===== src/cpi_pkg.sv =====
`timescale 1ns / 1ps
// ----------------------------------------------------------------------------
// cpi_pkg: shared types and constants for the color palette indexer
// Pixel and result item layouts, cell control and sizing of the color chain.
// ----------------------------------------------------------------------------
package cpi_pkg;

  localparam int TABLE_ENTRIES  = 256;
  localparam int COMPONENT_BITS = 16;

  // Fixed widths of the item fields
  localparam int PIX_W      = 16;
  localparam int IDX_OUT_W  = 8;
  localparam int SIZE_OUT_W = 9;

  // Cell position and fill count widths
  localparam int IDX_W = (TABLE_ENTRIES > 1) ? $clog2(TABLE_ENTRIES) : 1;
  localparam int CNT_W = $clog2(TABLE_ENTRIES + 1);

  // Match reduction: cells are grouped, each group is OR-ed into one register
  localparam int GROUP_SIZE = 16;
  localparam int NUM_GROUPS = (TABLE_ENTRIES + GROUP_SIZE - 1) / GROUP_SIZE;

  typedef struct packed {
    logic [PIX_W-1:0] pix_red;
    logic [PIX_W-1:0] pix_green;
    logic [PIX_W-1:0] pix_blue;
    logic             last_pixel;
  } pix_t;

  typedef struct packed {
    logic [IDX_OUT_W-1:0]  palette_index;
    logic                  new_entry;
    logic                  overflow;
    logic [SIZE_OUT_W-1:0] palette_size;
    logic                  last_out;
  } res_t;

  typedef struct packed {
    logic [COMPONENT_BITS-1:0] r;
    logic [COMPONENT_BITS-1:0] g;
    logic [COMPONENT_BITS-1:0] b;
  } color_t;

  typedef struct packed {
    logic cmp_en;    // register the match of the broadcast color
    logic shift_en;  // move every entry one cell down, take a new one at the head
    logic clear;     // drop all entries
  } cell_ctrl_t;

  typedef enum logic [1:0] {
    ST_IDLE,
    ST_REDUCE,
    ST_FINISH
  } state_t;

endpackage


===== src/cpi_cell.sv =====
`timescale 1ns / 1ps
// ----------------------------------------------------------------------------
// cpi_cell: one palette entry of the color chain
// Holds a color and its valid bit, matches it against the broadcast pixel and
// takes its neighbor's entry when a new color is pushed in at the head.
// ----------------------------------------------------------------------------
module cpi_cell
  import cpi_pkg::*;
(
  input  logic       clk,
  input  logic       rst,
  input  cell_ctrl_t ctrl,
  input  color_t     pix,
  input  color_t     prev_color,
  input  logic       prev_valid,
  output color_t     color,
  output logic       valid,
  output logic       hit
);

  always_ff @(posedge clk) begin
    if (rst) begin
      valid <= 1'b0;
      hit   <= 1'b0;
    end else begin
      if (ctrl.clear) begin
        valid <= 1'b0;
      end else if (ctrl.shift_en) begin
        valid <= prev_valid;
      end
      if (ctrl.cmp_en) begin
        hit <= valid && (color == pix);
      end
    end
  end

  always_ff @(posedge clk) begin
    if (ctrl.shift_en) begin
      color <= prev_color;
    end
  end

endmodule


===== config.mk =====
export PLATFORM = sky130hd
export DESIGN_NAME = cpi_cell
export DESIGN_NICKNAME = d
export VERILOG_FILES = /design/src/cpi_pkg.sv /design/src/cpi_cell.sv
export SDC_FILE = /design/constraint.sdc
export NUM_CORES = 1
export LEC_CHECK = 0
export ABC_AREA = 0
export BUFFER_PORTS_ARGS = -buffer_cell sky130_fd_sc_hd__buf_2
export CAP_MARGIN = 20
export CORE_UTILIZATION = 25
export CTS_CLUSTER_SIZE = 25
export DETAILED_ROUTE_END_ITERATION = 12
export PLACE_DENSITY = 0.52
export SLEW_MARGIN = 5
export SYNTH_ARGS = -nofsm -noshare
export SYNTH_HDL_FRONTEND = slang
export SYNTH_SLANG_ARGS = --single-unit

===== constraint.sdc =====
create_clock -name clk -period 1.6 [get_ports clk]
set_clock_uncertainty 0.2 [all_clocks]
set_input_delay 0.08 -clock clk [delete_from_list [all_inputs] [get_ports clk]]
set_output_delay 0.08 -clock clk [all_outputs]
set_load 0.1 [all_outputs]

==> results.json <==
{
  "cts_tree": "built",
  "timing.max_cap.violations": 0,
  "fp.dieW_microns": 92.5,
  "yosysTopAreaCell": "edfxtp_1",
  "via_count": 1747,
  "power.density_nw_per_um2": 1020,
  "status": "finished, violations left",
  "yosysUniqueCellTypes": 13,
  "final_cell_area_sq_um": 3610,
  "hp-start": "pix[42]",
  "worst-setup-path-type": "reg -> reg",
  "grt_pass1_wl_microns": 8450,
  "syn_avg_cell_area_sq_um": 16.9,
  "whs_endpoint": "hit$_SDFFE_PP0P_",
  "synth_seq_area_share_pct": 72.3,
  "required_ps": 1630,
  "timing.rr.start": "color[16]$_DFFE_PP_",
  "hold_class": "in -> reg",
  "slowest_stage": "edfxtp_1",
  "syn_nets": 223,
  "drive_above_1_share_pct": 48.5,
  "area_delta_synth_final_pct": 76.3,
  "grt_pass1_vias": 1921,
  "setup_viol": 1,
  "ys_seq_elements": 50,
  "fmax_mhz": 613,
  "synth_area_leaders": "edfxtp_1, xnor2_1, xor2_1",
  "final_common_cell": "buf_2",
  "slew_viol_final": 0,
  "synthesis.area_sq_um": 2050,
  "synth_top_area_share_pct": 70.4,
  "place_ws_ps": -207,
  "hold_viol": 0,
  "final_cell_mix": "buf_2, dlygate4sd3_1, edfxtp_1",
  "gp_congestion": 0.721,
  "grt_start_max_net_pins": 50,
  "syn_inst": 121,
  "cts_made_buffers": 5,
  "r2r_setup_slack_ps": -30,
  "max_slew_margin_pct": 66.3,
  "startpoint_type": "flip-flop",
  "worst_slew_pin_slew_ps": 510,
  "worstHoldPathCells": 6,
  "r2r_cells": 5,
  "die_area_sq_um": 8560,
  "crit_chain": "xnor2_1 -> nand4_1 -> nor4_4 -> nand4_1 -> o21ai_1",
  "finalPower_mw": 3.69,
  "diodes": 0,
  "clkLatencyLatePin_ps": 290,
  "fin_nets": 435,
  "cp_top_family": "simple AND/OR/NAND/NOR gates",
  "p_leak_nw": 1.54,
  "ys_warn_count": 0,
  "root_buffer": "clkbuf_8",
  "drtPass1Iterations": 4,
  "rsz0062_at_grt": "true",
  "crit_fanout": 2,
  "critical_path_arrival_ps": 1660,
  "wl_per_cell_microns": 12.4,
  "timing.final.ws_setup_ps": -31.5,
  "crit_buf_inv": 0,
  "cp_common_cell": "nand4_1",
  "grt_util_all_layers_pct": 12.8,
  "ios": 152,
  "drc": 0,
  "chipHeight_microns": 92.5,
  "totalWireLength_microns": 5410,
  "grt_remaining_overflow": 0,
  "clock-sinks": 50,
  "rows": 32,
  "antenna_found_initial": 0,
  "post_drt_via_cell_ratio": 4.01,
  "htreeDepth": 2,
  "max-clock-path-buffers": 2,
  "core_sq_um": 7810,
  "clkTransAtPathRegs_ps": 80,
  "port-buffer-count": 151,
  "start_util_pct": 26.2,
  "irDropWorstVdd_v": 0.000437,
  "crit_path_end_kind": "flip-flop",
  "crit_path_max_incr_delay_ps": 410,
  "drtIter0Drc": 34,
  "postPlaceCellArea_sq_um": 2950,
  "r2r_end": "hit$_SDFFE_PP0P_",
  "ant_nets": 0,
  "layout_min_cycle_time_ps": 1630,
  "fin_crit_sh_pct": 102,
  "post_cts_buffers": 0,
  "failed_checks": "negative setup slack"
}
[power by group]
group	total [mW]	internal, mW	switching (mW)
combinational	1.23	0.334	0.895
sequential	1.61	1.55	0.0611
clock	0.851	0.468	0.383
[layer usage]
layer | wire, microns | track usage (%)
met5 | 0 | 0
met4 | 133 | 5.47
met3 | 340 | 2.38
met2 | 2880 | 24.0
met1 | 2060 | 13.8
[registers in the layout (all words and copies together), names as in the netlist]
| name | flops |
|---|---|
| color | 48 |
| valid | 1 |
| hit | 1 |
[cell type report]
type,instances,area [sq um]
tap,102,128
clock buffer,7,76.3
timing repair buffer,205,1310
sequential,50,1480
multi-input combinational,71,589
clock inverter,1,30.0
fill,728,4200
[synthesized netlist by cell type (all sizes together)]
cell type  number
xnor2          32
nor3            3
dfxtp           2
nor2            1
nand4           9
mux2i           1
o21ai           1
edfxtp         48
nand3           1
xor2           16
nand2           2
nor4            5
[worst reg2reg max path, stage by stage (launching register included)]
cell      delay, ps
edfxtp_1        410
xnor2_1         170
nand4_1         170
nor4_4          340
nand4_1         150
o21ai_1         130
[per-stage QoR]
stage | std cells | hold WS [ps] | setup TNS, ps | util [%]
after CTS | 436 | 13.7 | -72.6 | 46.3
after global routing | 436 | 33.3 | -161 | 46.3
after floorplan | 121 | -43.2 | -369 | -
after global placement | 375 | 48.2 | -185 | 37.8
after detailed placement | 375 | 49.4 | -207 | 37.8
final | 436 | 17.9 | -31.5 | 46.3
[worst max-delay path by stage]
stage	startpoint	endpoint	slack [ps]	cells past startpoint
floorplan	color[0]$_DFFE_PP_	hit$_SDFFE_PP0P_	-370	5
finish	color[16]$_DFFE_PP_	hit$_SDFFE_PP0P_	-30	5
global placement	color[3]$_DFFE_PP_	hit$_SDFFE_PP0P_	-180	5
detailed placement	color[41]$_DFFE_PP_	hit$_SDFFE_PP0P_	-210	5
CTS	color[16]$_DFFE_PP_	hit$_SDFFE_PP0P_	-70	5
global route	color[29]$_DFFE_PP_	hit$_SDFFE_PP0P_	-160	5
[timing repair]
item / 4_1_cts / 5_1_grt
setup endpoints to repair: 1 / 1
gates resized for setup: 3 / 0
pin swaps: 4 / 0
gates cloned: 0 / 0
endpoints found under the hold margin: 50 / 0
hold buffers: 53 / 0
[cell families (layout without fill, tap and decap cells)]
group,after synthesis,in the layout,share of synthesized area (%)
XOR/XNOR,48,48,20.5
AO/OA/AOI/OAI,1,1,0.244
flip-flops,50,50,72.3
buffers and inverters,0,213,0
AND/OR/NAND/NOR,21,21,6.41
multiplexers,1,1,0.489
Note: power is estimated with default switching activity, not from simulation.
