--- src/cpi_pkg.sv ---
`timescale 1ns / 1ps
// ----------------------------------------------------------------------------
// cpi_pkg: shared types and constants for the color palette indexer
// Pixel and result item layouts, cell control and sizing of the color chain.
// ----------------------------------------------------------------------------
package cpi_pkg;

  localparam int TABLE_ENTRIES  = 256;
  localparam int COMPONENT_BITS = 16;

  // Fixed widths of the item fields
  localparam int PIX_W      = 16;
  localparam int IDX_OUT_W  = 8;
  localparam int SIZE_OUT_W = 9;

  // Cell position and fill count widths
  localparam int IDX_W = (TABLE_ENTRIES > 1) ? $clog2(TABLE_ENTRIES) : 1;
  localparam int CNT_W = $clog2(TABLE_ENTRIES + 1);

  // Match reduction: cells are grouped, each group is OR-ed into one register
  localparam int GROUP_SIZE = 16;
  localparam int NUM_GROUPS = (TABLE_ENTRIES + GROUP_SIZE - 1) / GROUP_SIZE;

  typedef struct packed {
    logic [PIX_W-1:0] pix_red;
    logic [PIX_W-1:0] pix_green;
    logic [PIX_W-1:0] pix_blue;
    logic             last_pixel;
  } pix_t;

  typedef struct packed {
    logic [IDX_OUT_W-1:0]  palette_index;
    logic                  new_entry;
    logic                  overflow;
    logic [SIZE_OUT_W-1:0] palette_size;
    logic                  last_out;
  } res_t;

  typedef struct packed {
    logic [COMPONENT_BITS-1:0] r;
    logic [COMPONENT_BITS-1:0] g;
    logic [COMPONENT_BITS-1:0] b;
  } color_t;

  typedef struct packed {
    logic cmp_en;    // register the match of the broadcast color
    logic shift_en;  // move every entry one cell down, take a new one at the head
    logic clear;     // drop all entries
  } cell_ctrl_t;

  typedef enum logic [1:0] {
    ST_IDLE,
    ST_REDUCE,
    ST_FINISH
  } state_t;

endpackage

--- src/cpi_reduce.sv ---
`timescale 1ns / 1ps
// ----------------------------------------------------------------------------
// cpi_reduce: registered match reduction over the color chain
// Folds the hit bits of each group of cells into a group hit and the position
// of the matching cell. Entries are unique, so at most one cell hits.
// ----------------------------------------------------------------------------
module cpi_reduce
  import cpi_pkg::*;
(
  input  logic                     clk,
  input  logic [TABLE_ENTRIES-1:0] hits,
  output logic [NUM_GROUPS-1:0]    grp_hit,
  output logic [IDX_W-1:0]         grp_pos [NUM_GROUPS]
);

  localparam int PAD = NUM_GROUPS * GROUP_SIZE;

  logic [PAD-1:0] hits_pad;

  assign hits_pad = PAD'(hits);

  for (genvar g = 0; g < NUM_GROUPS; g++) begin : g_grp
    logic             any;
    logic [IDX_W-1:0] pos;

    always_comb begin
      any = 1'b0;
      pos = '0;
      for (int k = 0; k < GROUP_SIZE; k++) begin
        if (hits_pad[g*GROUP_SIZE + k]) begin
          any = 1'b1;
          pos = pos | IDX_W'(g*GROUP_SIZE + k);
        end
      end
    end

    always_ff @(posedge clk) begin
      grp_hit[g] <= any;
      grp_pos[g] <= pos;
    end
  end

endmodule

--- config.mk ---
export PLATFORM = sky130hd
export DESIGN_NAME = cpi_reduce
export DESIGN_NICKNAME = d
export VERILOG_FILES = /design/src/cpi_pkg.sv /design/src/cpi_reduce.sv
export SDC_FILE = /design/constraint.sdc
export NUM_CORES = 1
export LEC_CHECK = 0
export BUFFER_PORTS_ARGS = -buffer_cell sky130_fd_sc_hd__buf_2
export CAP_MARGIN = 5
export CORE_AREA = 2 2 154 156
export CTS_BUF_LIST = sky130_fd_sc_hd__clkbuf_8
export CTS_CLUSTER_SIZE = 30
export DETAILED_ROUTE_END_ITERATION = 8
export DIE_AREA = 0 0 156 158
export HOLD_SLACK_MARGIN = 0.05
export PLACE_DENSITY = 0.49
export SKIP_CTS_REPAIR_TIMING = 1
export SLEW_MARGIN = 20
export SYNTH_ARGS = -nofsm -noshare
export SYNTH_HDL_FRONTEND = slang
export SYNTH_SLANG_ARGS = --single-unit
export TNS_END_PERCENT = 20
--- constraint.sdc ---
create_clock -name clk -period 1.6 [get_ports clk]
set_input_delay 0.24 -clock clk [delete_from_list [all_inputs] [get_ports clk]]
set_output_delay 0.24 -clock clk [all_outputs]
set_load 0.1 [all_outputs]
==> results.md, run 1 <==
* Cells after Synth at 370
* CTS root buf: clkbuf_8
* Total wire length at 14.76 mm
* CTS tree: done
* Fraction of layout cells with a size suffix above 1 at 53.56%
* Largest net degree at the start of global routing at 14
* Dpl hpwl at 13.00 mm
* # port buffers at 368
* Dpl ws at -0.02762 ns
* Period utilization at 99.30%
* Yosys cell types at 21
* Routability congestion estimate at 0.8353
* Top cells by area, synth: dfxtp_1 (48%), buf_4 (14%), nor4_1 (13%)
* LEAKAGE at 2.293 nW
* Worst endpoint required time at 1.36 ns
* Worst-path cell chain: buf_2
* Crit path launch type: flop
* Vias at 4,109
* Core Area at 0.02305 mm2
* Critical path's largest stage delay at 0.50 ns
* Initial antenna violation count at 2
* Clock net sink count at 80
* CTS max path bufs at 2
* Min Tclk post-route at 1.589 ns
* CP max-delay cell: dfxtp_1
* Clock buffer count from CTS at 9
* DRC errors left at 0
* Cell family with most CP delay: flip-flops
* Final net count at 983
* 1st-iter DRT viols at 141
* VDD IR max at 0.2637 mV
* WP buf/inv at 1
* Drt first pass iters at 4
* Fmax achieved at 629.4 MHz
* Seq cells post-synth at 80
* Die Footprint at 0.02465 mm2
* Num rows at 56
* Cell area after synthesis at 0.003351 mm2
* Sequential share of the synthesized area at 47.80%
* Avg WL per Cell at 14.45 um
* PnR worst setup slack at 0.01117 ns
* Setup TNS at 0 ns
* Power per cell area at 772.5 mW/mm2
* Initial core utilization at 14.54%
* Total power draw at 4.208 mW
* Synth Area per Inst at 9.056 um2
* Post-DR vias/cell at 4.021
* Final ANT Viol Nets at 0
* Layout area overhead at 62.58%
* Final hold vios at 0
* Vert. Die Dim at 158 um
* Slew HR at 64.64%
* CP max FO at 4
* Status: finished, final reports clean
* Largest area contributor in the netlist: dfxtp_1
* Setup-failing EPs final at 0
* Congestion Overflow GR at 0
* Gr usage total at 10.98%
* Vias in the first global route at 3,864
* Die Wd at 156 um
* Max Slew Vio Count at 0
* RSZ-0062 raised after global routing: true
* Min-delay worst type: primary input to flop
* # fillers at 2,597
* CP endpoint kind: primary output
* CTS H-Tree Depth at 3
* Worst EP arrival at 1.35 ns
* Worst-path clk slew at 0.09 ns
* Max cap viols at 0
* Worst-margin pin slew at 0.5341 ns
* First-pass GRT wire length at 20.12 mm
* Crit Path Category: flop to primary output
* I/O pins at 401
* Synth warn at 0
* Area fraction of the dominant cell type after synthesis at 47.80%
## path summary, 6_finish.rpt
path / depth (start not counted) / start / slack (ns) / endpoint
worst max-delay path: 1 / grp_pos[69]$_SDFF_PP1_ / 0.01 / grp_pos[69]
worst min-delay path: 3 / hits[12] / 0.07 / grp_pos[122]$_SDFF_PP1_
## layout make-up
cell class | count | area (um2) | area share (%)
Antenna cell | 2 | 5.005 | 0.09187
Clock buffer | 9 | 123.9 | 2.274
Clock inverter | 6 | 37.54 | 0.6890
Multi-Input combinational cell | 257 | 1385 | 25.42
Sequential cell | 80 | 1604 | 29.44
Tap cell | 290 | 362.8 | 6.661
Timing Repair Buffer | 378 | 1929 | 35.42
## where the power goes
part / switching [mW] / internal (mW)
sequential: 0.00138 / 1.99
combinational: 0.597 / 0.285
clock: 0.784 / 0.546
total: 1.38 / 2.83
## cell usage in the layout (no fill, tap or decap), types with 5 or more instances in the layout
cell type	netlist	routed
dfxtp_1	80	78
nor4_1	72	72
or4_1	16	16
nand3b_1	7	7
nand4_1	7	7
nand2_1	41	41
dlygate4sd3_1	0	5
conb_1	1	32
buf_2	0	368
nor2_1	25	25
clkbuf_8	0	9
nor3_1	21	21
nand3_1	9	9
buf_4	64	5
or3_1	11	11
## through the flow
stage,std cells,util (%),hold slack [ns],cell area (um2)
3_3_place_gp,1000,22.69,0.4320,5231
2_1_floorplan,401,-,0.3260,3470
4_1_cts,1015,23.39,0.02665,5393
5_1_grt,1020,23.61,0.05084,5443
3_5_place_dp,1000,22.69,0.4368,5231
6_report,1022,23.63,0.06845,5448
## logic make-up (layout without fill, tap and decap cells)
logic type,after synthesis,count (layout),synth area share [%]
buffers and inverters,64,393,14.34
DFF,80,80,47.80
other,1,34,0.1119
and+or+nand+nor,225,225,37.75
## cell usage after synthesis
cell type,n
dfxtp_1,80
nor4_1,72
buf_4,64
nand2_1,41
nor2_1,25
nor3_1,21
or4_1,16
or3_1,11
nand3_1,9
nand3b_1,7
nand4_1,7
nand4b_1,4
nand2b_1,3
nand4bb_1,2
nor3b_1,2
conb_1,1
nor2b_1,1
nor4b_1,1
or2_1,1
or4_2,1
or4b_1,1
## registers in the layout (all words and copies together) (netlist names)
register	flops
grp_hit	3
grp_pos	77
## metal layers
layer / track usage [%] / vias up / part of all wire [%]
met3: 4.079 / 15 / 10
li1: - / 2006 / -
met2: 20.52 / 260 / 51
met4: 3.495 / 0 / 1.4
met1: 11.36 / 1828 / 38
met5: 0 / - / 0
(Power assumes the default switching activity.)
==> run 2: changes to the inputs <==
Settings changed: MAX_ROUTING_LAYER set to met4.
==> run 2 against run 1 <==
- clock power hardly changed
- fmax increased by 2.1%
- die area unchanged
- critical path depth stayed put
- non-clock buffer count is the same
- sequential power barely moved
- first-iteration DRC count rose by 3.5%
- sequential cell count unchanged
- total power about the same
- clock-buffer cell count unchanged
- combinational power barely moved
- critical endpoint unchanged
==> results.md, run 2 (synthesized netlist as in run 1, its figures left out) <==
* DRC errors left at 0 (unchanged)
* CTS H-Tree Depth at 3 (unchanged)
* # port buffers at 368 (unchanged)
* First-pass GRT wire length at 20.13 mm (about the same)
* CP max-delay cell: buf_2
* Dpl ws at -0.02762 ns (unchanged)
* Layout area overhead at 62.58% (unchanged)
* Min-delay worst type: primary input to flop
* Initial core utilization at 14.54% (unchanged)
* Metal2 WL at 7.495 mm (-0.24%)
* Commonest cells after routing, fill and taps aside: buf_2 (368), dfxtp_1 (78), nor4_1 (72)
* Num rows at 56 (unchanged)
* M1 WL at 5.482 mm (-1.2%)
* Worst-margin pin slew at 0.5398 ns (+0.005679 ns)
* Worst EP arrival at 1.32 ns (-0.03 ns)
* Largest register FFs at 77 (unchanged)
* Sw Ratio at 32.82% (about the same)
* PnR worst setup slack at 0.04454 ns (+0.03338 ns)
* Commonest non-fill, non-tap cell in the layout: buf_2
* Period utilization at 97.22% (-2.1 points)
* CTS tree: done
* Routability congestion estimate at 0.8482 (+1.5%)
* Core Area at 0.02305 mm2 (unchanged)
* Largest Register: grp_pos
* Congestion Overflow GR at 0 (unchanged)
* Avg WL per Cell at 14.38 um (-0.49%)
* Largest net degree at the start of global routing at 14 (unchanged)
* LEAKAGE at 2.293 nW (unchanged)
* Routed length on met3 at 1.489 mm (about the same)
* Fraction of layout cells with a size suffix above 1 at 53.56% (unchanged)
* Hold Crit Start: hits[12]
* Drt first pass iters at 4 (unchanged)
* Worst-path cell chain: buf_2
* Switching power of the nets at 1.381 mW (-0.15%)
* Vias in the first global route at 3,866 (+0.052%)
* Min Tclk post-route at 1.555 ns (-0.03338 ns)
* Crit path launch type: flop
* Gate power share at 21.0% (about the same)
* Top layer in use: met4
* Clock net sink count at 80 (unchanged)
* CP Launch Point: grp_pos[69]$_SDFF_PP1_
* Pint at 2.826 mW (about the same)
* Vias at 4,104 (-0.12%)
* WP buf/inv at 1 (unchanged)
* Final net count at 983 (unchanged)
* RSZ-0062 raised after global routing: true
* Vert. Die Dim at 158 um (unchanged)
* Final ANT Viol Nets at 0 (unchanged)
* Max Slew Vio Count at 0 (unchanged)
* Status: finished, final reports clean
* Worst endpoint required time at 1.36 ns (about the same)
* Clock buffer count from CTS at 9 (unchanged)
* CTS max path bufs at 2 (unchanged)
* Max cap viols at 0 (unchanged)
* Cell family with most CP delay: buffers and inverters
* Biggest regs: grp_pos x77, grp_hit x3
* Reg power frac at 47.4% (about the same)
* VDD IR max at 0.2636 mV (about the same)
* CP endpoint kind: primary output
* Post-DR vias/cell at 4.016 (-0.12%)
* Worst-path clk slew at 0.09 ns (about the same)
* Gr usage total at 11.29% (+0.32 points)
* Die Wd at 156 um (unchanged)
* Dpl hpwl at 13.00 mm (unchanged)
* Crit Path Category: flop to primary output
* Power per cell area at 772.1 mW/mm2 (about the same)
* Setup TNS at 0 ns (unchanged)
* Die Footprint at 0.02465 mm2 (unchanged)
* CP max FO at 4 (unchanged)
* Setup-failing EPs final at 0 (unchanged)
* Clock share of power at 31.6% (about the same)
* 1st-iter DRT viols at 146 (+3.5%)
* Slew HR at 64.26% (-0.38 points)
* CTS root buf: clkbuf_8
* Initial antenna violation count at 2 (unchanged)
* Fmax achieved at 642.9 MHz (+2.1%)
* Critical path's largest stage delay at 0.48 ns (-0.02 ns)
* Final hold vios at 0 (unchanged)
* I/O pins at 401 (unchanged)
* Total wire length at 14.69 mm (-0.49%)
[run 2: worst paths after layout]
check	depth (start not counted)	endpoint
min	3	grp_pos[122]$_SDFF_PP1_
max	1	grp_pos[69]
[run 2: final cells by class]
cell class | count | area [um2]
fill | 2597 | 17600
timing repair buffer | 378 | 1929
sequential | 80 | 1604
multi-input combinational | 257 | 1385
tap | 290 | 362.8
clock buffer | 9 | 123.9
clock inverter | 6 | 37.54
antenna | 2 | 5.005
[run 2: per-stage QoR]
| stage | power (mW) | area (um2) | util [%] | cells | hold slack (ns) |
|---|---|---|---|---|---|
| floorplan | 2.549 | 3470 | - | 401 | 0.3260 |
| detailed placement | 2.913 | 5231 | 22.69 | 1000 | 0.4368 |
| global route | 4.462 | 5448 | 23.63 | 1022 | 0.05081 |
| finish | 4.206 | 5448 | 23.63 | 1022 | 0.06849 |
| global placement | 2.914 | 5231 | 22.69 | 1000 | 0.4320 |
| CTS | 4.328 | 5393 | 23.39 | 1015 | 0.02665 |
[run 2: tightest hold or removal path: stages]
cell     delay [ns]
buf_2          0.09
nor2_1         0.04
nand2_1        0.04
[run 2: power by group through the flow]
stage	clock network, mW	logic [mW]	registers, mW
6_report	1.33	0.882	2.00
2_1_floorplan	0	0.468	2.08
3_3_place_gp	0	0.871	2.04
4_1_cts	1.46	0.872	2.00
5_1_grt	1.53	0.935	2.00
3_5_place_dp	0	0.870	2.04
[run 2: layer usage]
layer | global-route usage, % | vias up
li1 | - | 2004
met1 | 11.51 | 1822
met2 | 20.52 | 261
met3 | 3.832 | 17
met4 | 3.495 | 0
met5 | - | -
